**config.mk**
```make
export PLATFORM = sky130hd
export DESIGN_NAME = key_value_slot_table
export DESIGN_NICKNAME = d
export VERILOG_FILES = /design/src/rtl/kvs_pkg.sv /design/src/rtl/kvs_store.sv /design/src/rtl/kvs_match.sv /design/src/rtl/key_value_slot_table.sv
export SDC_FILE = /design/constraint.sdc
export NUM_CORES = 2
export LEC_CHECK = 0
export BUFFER_PORTS_ARGS = -buffer_cell sky130_fd_sc_hd__buf_2
export CAP_MARGIN = 10
export CORE_UTILIZATION = 63
export DETAILED_ROUTE_END_ITERATION = 6
export MAX_ROUTING_LAYER = met4
export PLACE_DENSITY = 0.82
export RECOVER_POWER = 100
export SYNTH_ARGS = -nofsm -noshare
export SYNTH_HDL_FRONTEND = slang
export SYNTH_MEMORY_MAX_BITS = 65536
export SYNTH_SLANG_ARGS = --single-unit
```
**constraint.sdc**
```tcl
create_clock -name clk -period 8.61 [get_ports clk]
set_input_delay 2.1525 -clock clk [delete_from_list [all_inputs] [get_ports clk]]
set_output_delay 2.1525 -clock clk [all_outputs]
set_load 0.02 [all_outputs]
```
**src/rtl/kvs_pkg.sv**
```systemverilog
`timescale 1ns / 1ps

package kvs_pkg;

  localparam int KVS_CAPACITY = 64;
  localparam int KEY_W        = 32;
  localparam int VALUE_W      = 32;
  localparam int MODE_W       = 2;
  localparam int SLOT_W       = 6;
  localparam int STATUS_W     = 2;
  localparam int LIVE_W       = 7;

  localparam logic [MODE_W-1:0] MODE_INSERT = 2'd0;
  localparam logic [MODE_W-1:0] MODE_REMOVE = 2'd1;
  localparam logic [MODE_W-1:0] MODE_SEARCH = 2'd2;

  localparam logic [STATUS_W-1:0] ST_DONE = 2'd0;
  localparam logic [STATUS_W-1:0] ST_MISS = 2'd1;
  localparam logic [STATUS_W-1:0] ST_FULL = 2'd2;

  typedef struct packed {
    logic                      occ;
    logic signed [KEY_W-1:0]   key;
    logic signed [VALUE_W-1:0] value;
  } kvs_rec_t;

  typedef struct packed {
    logic hit;
    logic free;
  } kvs_match_t;

endpackage

```
**src/rtl/kvs_store.sv**
```systemverilog
`timescale 1ns / 1ps

module kvs_store #(
  parameter int CAPACITY = kvs_pkg::KVS_CAPACITY,
  localparam int IW = (CAPACITY > 1) ? $clog2(CAPACITY) : 1
) (
  input  logic              clk,
  input  logic              rd_en,
  input  logic [IW-1:0]     rd_addr,
  output kvs_pkg::kvs_rec_t rd_data,
  input  logic              wr_en,
  input  logic [IW-1:0]     wr_addr,
  input  kvs_pkg::kvs_rec_t wr_data
);
  import kvs_pkg::*;

  kvs_rec_t mem [CAPACITY];
  kvs_rec_t rd_data_r;

  always_ff @(posedge clk) begin
    if (wr_en) begin
      mem[wr_addr] <= wr_data;
    end
  end

  always_ff @(posedge clk) begin
    if (rd_en) begin
      rd_data_r <= mem[rd_addr];
    end
  end

  assign rd_data = rd_data_r;

endmodule

```
**src/rtl/kvs_match.sv**
```systemverilog
`timescale 1ns / 1ps

module kvs_match (
  input  kvs_pkg::kvs_rec_t   rec,
  input  logic signed [31:0]  key,
  output kvs_pkg::kvs_match_t res
);
  import kvs_pkg::*;

  always_comb begin
    res.hit  = rec.occ && (rec.key == key);
    res.free = !rec.occ;
  end

endmodule

```
**src/rtl/key_value_slot_table.sv**
```systemverilog
// Key/value slot table searched by linear scan. An item (insert, remove or
// search) is taken when start is high and busy is low; busy then stays high
// while one shared compare unit walks the slots below the high-water mark,
// one slot read per cycle from the slot memory, stopping at the first match.
// A request passes through the scan state, whose slot reads are registered,
// and then the write-back state before busy drops; the result appears for one
// cycle on out_valid right after busy drops. Results cannot be held off, so
// the receiver must take every out_valid cycle. Only slots below the
// high-water mark are ever read, so the slot memory needs no clearing after
// reset.
`timescale 1ns / 1ps

module key_value_slot_table #(
  parameter int CAPACITY = kvs_pkg::KVS_CAPACITY
) (
  input  logic                                 clk,
  input  logic                                 rst_n,
  input  logic                                 start,
  output logic                                 busy,
  input  logic        [kvs_pkg::MODE_W-1:0]    in_mode,
  input  logic signed [kvs_pkg::KEY_W-1:0]     in_key,
  input  logic signed [kvs_pkg::VALUE_W-1:0]   in_value,
  output logic                                 out_valid,
  output logic        [kvs_pkg::SLOT_W-1:0]    out_slot,
  output logic        [kvs_pkg::STATUS_W-1:0]  out_status,
  output logic signed [kvs_pkg::VALUE_W-1:0]   out_stored_value,
  output logic        [kvs_pkg::LIVE_W-1:0]    out_live_count
);
  import kvs_pkg::*;

  localparam int IW = (CAPACITY > 1) ? $clog2(CAPACITY) : 1;
  localparam int CW = $clog2(CAPACITY + 1);

  localparam logic [1:0] S_IDLE  = 2'd0;
  localparam logic [1:0] S_SCAN  = 2'd1;
  localparam logic [1:0] S_WRITE = 2'd2;

  logic [1:0]   state_r, state_nxt;
  logic [CW-1:0] hw_r, hw_nxt;
  logic [CW-1:0] cnt_r, cnt_nxt;
  logic [CW-1:0] iss_r, iss_nxt;
  logic          rv_r, rv_nxt;
  logic [IW-1:0] rtag_r, rtag_nxt;
  logic          found_r, found_nxt;
  logic [IW-1:0] fidx_r, fidx_nxt;
  logic signed [VALUE_W-1:0] fval_r, fval_nxt;
  logic          free_r, free_nxt;
  logic [IW-1:0] free_idx_r, free_idx_nxt;

  logic        [MODE_W-1:0]  mode_r, mode_nxt;
  logic signed [KEY_W-1:0]   key_r, key_nxt;
  logic signed [VALUE_W-1:0] value_r, value_nxt;

  logic                       out_valid_r, out_valid_nxt;
  logic [IW-1:0]              slot_r, slot_nxt;
  logic [STATUS_W-1:0]        status_r, status_nxt;
  logic signed [VALUE_W-1:0]  stored_r, stored_nxt;
  logic [CW-1:0]              live_r, live_nxt;

  logic          accept;
  logic          issue;
  logic          rd_en;
  logic [IW-1:0] rd_addr;
  kvs_rec_t      rd_data;
  logic          wr_en;
  logic [IW-1:0] wr_addr;
  kvs_rec_t      wr_data;
  kvs_match_t    m;

  kvs_store #(.CAPACITY(CAPACITY)) u_store (
    .clk     (clk),
    .rd_en   (rd_en),
    .rd_addr (rd_addr),
    .rd_data (rd_data),
    .wr_en   (wr_en),
    .wr_addr (wr_addr),
    .wr_data (wr_data)
  );

  kvs_match u_match (
    .rec (rd_data),
    .key (key_r),
    .res (m)
  );

  assign busy   = (state_r != S_IDLE);
  assign accept = start && !busy;
  assign issue  = (state_r == S_SCAN) && (iss_r < hw_r);
  assign rd_en   = issue;
  assign rd_addr = iss_r[IW-1:0];

  always_comb begin
    state_nxt     = state_r;
    hw_nxt        = hw_r;
    cnt_nxt       = cnt_r;
    iss_nxt       = iss_r;
    rv_nxt        = 1'b0;
    rtag_nxt      = rtag_r;
    found_nxt     = found_r;
    fidx_nxt      = fidx_r;
    fval_nxt      = fval_r;
    free_nxt      = free_r;
    free_idx_nxt  = free_idx_r;
    mode_nxt      = mode_r;
    key_nxt       = key_r;
    value_nxt     = value_r;
    out_valid_nxt = 1'b0;
    slot_nxt      = slot_r;
    status_nxt    = status_r;
    stored_nxt    = stored_r;
    live_nxt      = live_r;
    wr_en         = 1'b0;
    wr_addr       = fidx_r;
    wr_data       = '{occ: 1'b1, key: key_r, value: value_r};

    unique case (state_r)
      S_IDLE: begin
        if (accept) begin
          mode_nxt  = in_mode;
          key_nxt   = in_key;
          value_nxt = in_value;
          iss_nxt   = '0;
          found_nxt = 1'b0;
          free_nxt  = 1'b0;
          state_nxt = S_SCAN;
        end
      end
      S_SCAN: begin
        if (issue) begin
          iss_nxt  = iss_r + CW'(1);
          rv_nxt   = 1'b1;
          rtag_nxt = iss_r[IW-1:0];
        end
        if (rv_r) begin
          if (m.hit) begin
            found_nxt = 1'b1;
            fidx_nxt  = rtag_r;
            fval_nxt  = rd_data.value;
          end else if (m.free && !free_r) begin
            free_nxt     = 1'b1;
            free_idx_nxt = rtag_r;
          end
        end
        if ((rv_r && m.hit) || !issue) begin
          rv_nxt    = 1'b0;
          state_nxt = S_WRITE;
        end
      end
      S_WRITE: begin
        out_valid_nxt = 1'b1;
        status_nxt    = ST_DONE;
        stored_nxt    = '0;
        slot_nxt      = '0;
        case (mode_r)
          MODE_INSERT: begin
            stored_nxt = value_r;
            if (found_r) begin
              wr_en    = 1'b1;
              wr_addr  = fidx_r;
              slot_nxt = fidx_r;
            end else if (free_r) begin
              wr_en    = 1'b1;
              wr_addr  = free_idx_r;
              slot_nxt = free_idx_r;
              cnt_nxt  = cnt_r + CW'(1);
            end else if (hw_r < CW'(CAPACITY)) begin
              wr_en    = 1'b1;
              wr_addr  = hw_r[IW-1:0];
              slot_nxt = hw_r[IW-1:0];
              hw_nxt   = hw_r + CW'(1);
              cnt_nxt  = cnt_r + CW'(1);
            end else begin
              stored_nxt = '0;
              status_nxt = ST_FULL;
            end
          end
          MODE_REMOVE: begin
            if (found_r) begin
              wr_en    = 1'b1;
              wr_addr  = fidx_r;
              wr_data  = '{occ: 1'b0, key: key_r, value: value_r};
              slot_nxt = fidx_r;
              cnt_nxt  = cnt_r - CW'(1);
            end else begin
              status_nxt = ST_MISS;
            end
          end
          default: begin
            if (found_r) begin
              slot_nxt   = fidx_r;
              stored_nxt = fval_r;
            end else begin
              status_nxt = ST_MISS;
            end
          end
        endcase
        live_nxt  = cnt_nxt;
        state_nxt = S_IDLE;
      end
      default: begin
        state_nxt = S_IDLE;
      end
    endcase
  end

  always_ff @(posedge clk) begin
    if (!rst_n) begin
      state_r     <= S_IDLE;
      hw_r        <= '0;
      cnt_r       <= '0;
      rv_r        <= 1'b0;
      out_valid_r <= 1'b0;
    end else begin
      state_r     <= state_nxt;
      hw_r        <= hw_nxt;
      cnt_r       <= cnt_nxt;
      rv_r        <= rv_nxt;
      out_valid_r <= out_valid_nxt;
    end
  end

  always_ff @(posedge clk) begin
    iss_r      <= iss_nxt;
    rtag_r     <= rtag_nxt;
    found_r    <= found_nxt;
    fidx_r     <= fidx_nxt;
    fval_r     <= fval_nxt;
    free_r     <= free_nxt;
    free_idx_r <= free_idx_nxt;
    mode_r     <= mode_nxt;
    key_r      <= key_nxt;
    value_r    <= value_nxt;
    slot_r     <= slot_nxt;
    status_r   <= status_nxt;
    stored_r   <= stored_nxt;
    live_r     <= live_nxt;
  end

  assign out_valid        = out_valid_r;
  assign out_slot         = SLOT_W'(slot_r);
  assign out_status       = status_r;
  assign out_stored_value = stored_r;
  assign out_live_count   = LIVE_W'(live_r);

`ifndef SYNTHESIS
  a_cnt_below_hw: assert property (@(posedge clk) disable iff (!rst_n)
    cnt_r <= hw_r)
    else $error("live count above high-water mark");

  a_hw_monotonic: assert property (@(posedge clk) disable iff (!rst_n)
    ($past(rst_n) && !$past(wr_en)) |-> $stable(hw_r))
    else $error("high-water mark moved without a write");

  a_result_after_write: assert property (@(posedge clk) disable iff (!rst_n)
    out_valid_r |-> ($past(state_r) == S_WRITE))
    else $error("result without write-back cycle");

  a_full_at_capacity: assert property (@(posedge clk) disable iff (!rst_n)
    (out_valid_r && (status_r == ST_FULL)) |-> (hw_r == CW'(CAPACITY)))
    else $error("full status below capacity");

  a_accept_scans: assert property (@(posedge clk) disable iff (!rst_n)
    accept |=> (state_r == S_SCAN))
    else $error("accepted item did not start a scan");
`endif

endmodule

```
* Word level (Yosys, flattened, before mapping)
Memory sizes are Yosys's and may differ from the RTL's. A register that Yosys moved wholly into a read port is not among the register bits.
Index checks and enable logic that the tools add are counted.
** Word-level totals
- Bits in registers :: 190
- RAM bits :: 4160
- Input port bits :: 69
- Memories kept :: 1
** Operators by class
- $add $sub $neg :: 4
- Order comparisons :: 2
- Equal/unequal tests :: 11
- Muxes and demuxes :: 52
- Bitwise logic cells :: 5
- Reduce and logical (&&, ||, !) cells :: 24
** Memories
- u_store.mem :: words 64, width 65, rd ports 1, clocked after memory_dff 1, write ports 1, RTL line kvs_store.sv:17 : kvs_rec_t mem [CAPACITY];
** Operator list (count)
- two-way mux 65 bit :: 3
- two-way mux 32 bit :: 4
- one-hot mux 32 bit (2 select lines) :: 1
- two-way mux 6 bit :: 10
- two-way mux 7 bit :: 6
- == test 32 bit :: 1
- one-hot mux 7 bit (2 select lines) :: 2
- adder 7 x 1 -> 7 bit (second input constant) :: 3
- two-way mux 1 bit :: 16
- two-way mux 2 bit :: 6
- inequality test 2 bit (second input constant) :: 5
- AND reduction 5 bit :: 2
- AND reduction 4 bit :: 2
- < comparator 7 bit :: 1
- < comparator 7 bit (second input constant) :: 1
- subtractor 7 x 1 -> 7 bit (second input constant) :: 1
- one-hot mux 1 bit (2 select lines) :: 3
- AND reduction 2 bit :: 3
- AND reduction 3 bit :: 2
- logical AND 1 bit :: 5
- NOT 1 bit :: 5
- == test 2 x 1 -> 1 bit (second input constant) :: 2
- zero test 1 bit :: 4
- zero test 2 bit :: 2
- other kinds (6) :: 8

* Depth between registers and ports, before layout
- Depth after elaboration :: 8
- Mapped depth :: 11
- Gate-level depth less buffers :: 8

* Modules after synthesis
A second synthesis with hierarchy kept.
** Unflattened totals
- Cell total of the unflattened synthesis :: 7389
- Area total of the unflattened synthesis :: 167444.3 um^2
** By module, submodules not included
- kvs_store :: instances 1, cells an instance 6896, area each 159899.6 um^2, seq. area each 126871.7 um^2
- key_value_slot_table :: instances 1, cells an instance 448, area each 7175.6 um^2, seq. area each 5525.3 um^2
- kvs_match :: instances 1, cells an instance 45, area each 369.1 um^2, seq. area each 0.0 um^2

* Least setup slack after synthesis
OpenSTA, ideal clock, no wires.
- Path kind :: register -> register
- Start point :: reg state_r[0]
- End point :: mem u_store.mem[32][0] (netlist bit), enable pin
- Arrival :: 6.776 ns
- Required time :: 8.042 ns
- Setup slack :: 1.266 ns
- Cell stages (with the launch flop) :: 9
- Path buffers :: 1
- Cells stage by stage :: dfxtp_1 nand2b_1 buf_2 inv_2 nand2_1 or2_1 a221oi_1 nand3_1 nor3_1
** Between the ends
- Longest elaborated chain between the ends :: 4
- Elaborated cells between the ends (all ways) :: 5
- Classes of those cells :: eq/ne: 1; mux: 4
** RTL lines
- start, declared :: RTL line key_value_slot_table.sv:38 : logic [1:0] state_r, state_nxt;
- start signal, assigned :: RTL line key_value_slot_table.sv:214 : state_r <= state_nxt;
- == test 2 bit * :: RTL line key_value_slot_table.sv:116 : unique case (state_r)
- two-way mux 1 bit :: RTL line key_value_slot_table.sv:116
- two-way mux 1 bit :: RTL line kvs_store.sv:21 : if (wr_en) begin
- two-way mux 1 bit (implied by the code) :: RTL line kvs_store.sv:22 : mem[wr_addr] <= wr_data;
- end, declared :: RTL line kvs_store.sv:17
Mark *: on every way between the ends. The rest lies on a longest branch, timed or not.

* Worst setup path after layout
- Start point :: reg iss_r[2]
- End point :: reg u_store.rd_data[52] (netlist name)
** Between the ends
- Longest elaborated chain between the ends :: 2
** RTL lines
- start, declared :: RTL line key_value_slot_table.sv:41 : logic [CW-1:0] iss_r, iss_nxt;
- start signal, assigned :: RTL line key_value_slot_table.sv:223 : iss_r <= iss_nxt;
- < comparator 7 bit :: RTL line key_value_slot_table.sv:88 : assign issue = (state_r == S_SCAN) && (iss_r < hw_r);
- logical AND 1 bit :: RTL line key_value_slot_table.sv:88
Parallel ways exist; a longest one is shown, timed or not.
A chain may end at the register's enable or synchronous reset.

==> flow_results.org <==
** Critical path
- Worst R2R Setup Slack :: 0.88 ns
- Along the worst path, the maximum fanout reaches 31.
- The critical path in this run is classified as flop to flop.
- CP startpoint kind :: flop
- Worst reg2reg path depth :: 6
- CP Launch Point :: iss_r[2]
- Crit. End Element :: flop
- Data on the critical path arrives at its endpoint at 8.48 ns.
- The worst register-to-register path begins at iss_r[2].
- At the worst endpoint, the required time is 9.36 ns.
- Reg2reg end :: u_store.rd_data[52]

** Drt
- Dividing the detail-routed wire length by the instance count gives between 40 and 50 um.
- Routed vias/inst :: 7.97
- Antenna violation net count after detailed routing :: 0
- Via count :: between 90000 and 100k
- The first detailed-routing pass took 7 iterations.
- Initial drt markers :: around 20000
- Wires add up to roughly 530000 um.
- After detailed routing, the number of remaining DRC violations is 4.

** Place
- Pre-CTS setup slack :: around 3.2 ns
- PortBufs :: 117
- The congestion estimate from routability-driven global placement came to a little over 0.9.
- Hpwl dp :: about 270000 um

** STA
- The number of endpoints with negative hold slack in the final report was 0.
- Worst-case headroom to the max-slew limit :: -190%
- Setup violations remaining at the end of the flow were counted as 0.
- Post-route fraction of the period consumed by the critical path :: between 80% and 90%
- The final max-slew violation count came to between 6000 and 7000.
- Setup slack on the critical path of the routed design comes to around 0.88 ns.
- Between clock sinks in the finished design, the worst skew comes to 0.102 ns.
- Final Critical Period :: 7.73 ns
- Setup repair after global routing left no endpoint under its margin.
- Setup_tns :: 0 ns
- Fmax :: approximately 130 MHz
- For the pin with the worst max-slew slack, the measured transition is between 4 and 5 ns.

** Global routing
- Initial antenna violation count :: 47
- Via count of the first global-routing pass :: 88900
- Total GRT Usage :: 41.5%
- Entering global routing, the biggest net connects between 100 and 150 pins.
- The first global-routing pass estimated around 720000 um of wire.
- Global routing finished with a remaining overflow of 0.

** Clock network
- Master cell of the clock root buffer :: clkbuf_16
- The H-tree generated during clock tree synthesis spans 5 levels.
- Worst-path clk slew :: around 0.07 ns
- CTS-repair resized insts :: 0
- CTS Buffer Depth :: 4
- Clock Sinks :: 4415
- CTS Hold Bufs :: 0
- Once the clock tree was built, the setup fixing pass inserted 0 buffers.
- For the worst-skew pair, the clock arrives at the later sink with an insertion delay of 1.00 ns.
- Number of buffers inserted during clock tree synthesis :: 419
- TritonCTS built the clock tree.

** Min path
- Hold Path Sink :: fidx_r[5]
- The worst hold path was traced through 0 stages.
- Type of the most critical hold path :: flop to flop
- Beginning of the worst hold path :: rtag_r[5]

** Finish
- The layout has 13400 filler cells.
- Final nets :: 7622
- Share of cells above drive strength 1 :: around a quarter
- Compared with the post-synthesis result, the final layout area differs by 11.4%.

** Synth
- Number of synthesized register bits :: 4415
- Library cell with the largest summed area after synthesis :: edfxtp_1
- Avg Synthesized Cell Area :: roughly 23 sq um
- By area the synthesized netlist is led by edfxtp_1 (79%), mux4_2 (14%), mux2i_1 (1.1%).
- For this run, the leading register cell type out of synthesis is edfxtp_1.
- Share of synthesized registers carrying an async set or reset :: 0%
- Synth Cell Area :: ~170000 sq um
- Post-synthesis sequential area ratio :: around four fifths
- Library cells used by synthesis :: 63
- Of the post-synthesis cell area, the dominant cell type holds 78.9%.
- Yosys warns :: 0
- Synthesis produced a netlist whose cell count is approximately 7100.
- Counting every net in the synthesized netlist gives 7208.
- Post-synth EDFFs :: 4397

** Job
- Across the run, the number of max-cap violations was approximately 130.

** Floorplanning
- Rows :: 188
- The core region is about 260000 sq um.
- Die height :: slightly above 500 um
- The die is ~520 um wide.
- For this design the top-level I/O count stands at between 100 and 150.
- The initial utilization of the core area, before any placement, comes to about 64%.
- The floorplan step defined a die boundary enclosing between 200000 and 300000 sq um.

** Power
- Power spread over the standard cell area amounts to roughly 250 nW/um^2.
- Peak supply drop :: ~0.22 mV
- In this run the static leakage power is 57.6 nW.

** Outcome
- Outcome :: complete, but fails checks
- The final reports fail on DRC, capacitance limit, slew limit.
==> metal layers <==
layer  global-route usage (%)  routed length, um  up-vias
met1                     49.8             155000    45600
met2                     59.3             238000    11400
met4                     27.3              46300        0
met3                     15.7              94400     2690
met5                        -                  0        -
li1                         -                  -    31500
==> state kept, by name, summed over array words and instances (netlist names), 6 cells and up <==
| name | flops |
|---|---|
| free_idx_r | 6 |
| value_r | 32 |
| u_store.rd_data | 65 |
| fidx_r | 6 |
| out_stored_value | 32 |
| cnt_r | 7 |
| out_live_count | 7 |
| hw_r | 7 |
| key_r | 32 |
| u_store.mem | 4160 |
| fval_r | 32 |
| iss_r | 7 |
| rtag_r | 6 |
| out_slot | 6 |
==> where the power goes <==
group,internal [W],leakage [nW],switching (W)
Clock,0.0105,6.71,0.00848
Combinational,0.00146,11.1,0.00289
Sequential,0.0239,39.9,0.0000737
==> through the flow <==
| step | power [W] | hold slack (ns) | std cells | utilization (%) | cell area, sq um |
|---|---|---|---|---|---|
| 2_1_floorplan | 0.0268 | 0.400 | 7129 | - | 167000 |
| 6_report | 0.0474 | 0.395 | 11500 | 70.8 | 186000 |
| 5_1_grt | 0.0480 | 0.398 | 11400 | 70.8 | 186000 |
| 3_5_place_dp | 0.0284 | 0.406 | 10600 | 65.8 | 173000 |
| 4_1_cts | 0.0470 | 0.389 | 11400 | 71.0 | 187000 |
| 3_3_place_gp | 0.0282 | 0.406 | 10600 | 65.8 | 173000 |
==> cell usage after synthesis (39+ instances only) <==
| library cell | instances |
|---|---|
| clkbuf_1 | 152 |
| nand2_1 | 67 |
| o221ai_1 | 52 |
| a21oi_1 | 85 |
| a22oi_1 | 132 |
| xor2_1 | 39 |
| buf_2 | 131 |
| mux4_2 | 1059 |
| mux2i_1 | 190 |
| o22ai_1 | 39 |
| edfxtp_1 | 4397 |
| a22o_1 | 62 |
| nor2_1 | 155 |
| buf_4 | 42 |
| a221oi_1 | 69 |
==> cells by family after synthesis <==
family,count (synthesis),share of synthesized area [%]
fa+ha+maj,10,0.0748
buf+inv,414,1.26
flops,4415,79.1
simple gates,368,1.04
xor+xnor,53,0.277
mux,1283,15.6
compound gates,586,2.60
==> cell type report <==
| class | count | area, sq um | share of cell area, % |
|---|---|---|---|
| diodes | 47 | 118 | 0.0631 |
| clock buffers | 488 | 10800 | 5.80 |
| clock inverters | 279 | 2920 | 1.57 |
| inverters | 28 | 115 | 0.0618 |
| multi-input cells | 2300 | 33200 | 17.8 |
| flip-flops and latches | 4415 | 132000 | 71.0 |
| well taps | 3515 | 4400 | 2.36 |
| repair buffers | 379 | 2450 | 1.31 |
==> worst max-delay path: stages, from the launching register on <==
cell      delay, ns
edfxtp_1       1.13
and2_0         2.87
nand2_2        1.84
o22ai_1        0.60
a211o_1        0.17
o21ai_0        0.42
a32oi_1        0.39
==> how the worst max path moves through the flow <==
stage | end | cells past startpoint
after CTS | u_store.mem[21][24] | 8
final | u_store.rd_data[52] | 6
after floorplan | u_store.mem[32][0] | 8
after global routing | u_store.mem[1][58] | 8
after global placement | u_store.mem[21][23] | 8
after detailed placement | u_store.mem[21][25] | 8
==> cell usage in the layout, fill, tap and decap left out, types with 63 or more instances in the layout <==
cell type     n
edfxtp_1   4397
mux4_2     1059
clkbuf_16   422
clkbuf_1    215
mux2i_1     190
a22oi_1     132
nor2_1      117
buf_4       106
clkinv_1     98
clkinv_2     87
a21oi_1      85
a221oi_1     68
nand2_1      64
buf_2        63
(Power assumes the default switching activity.)
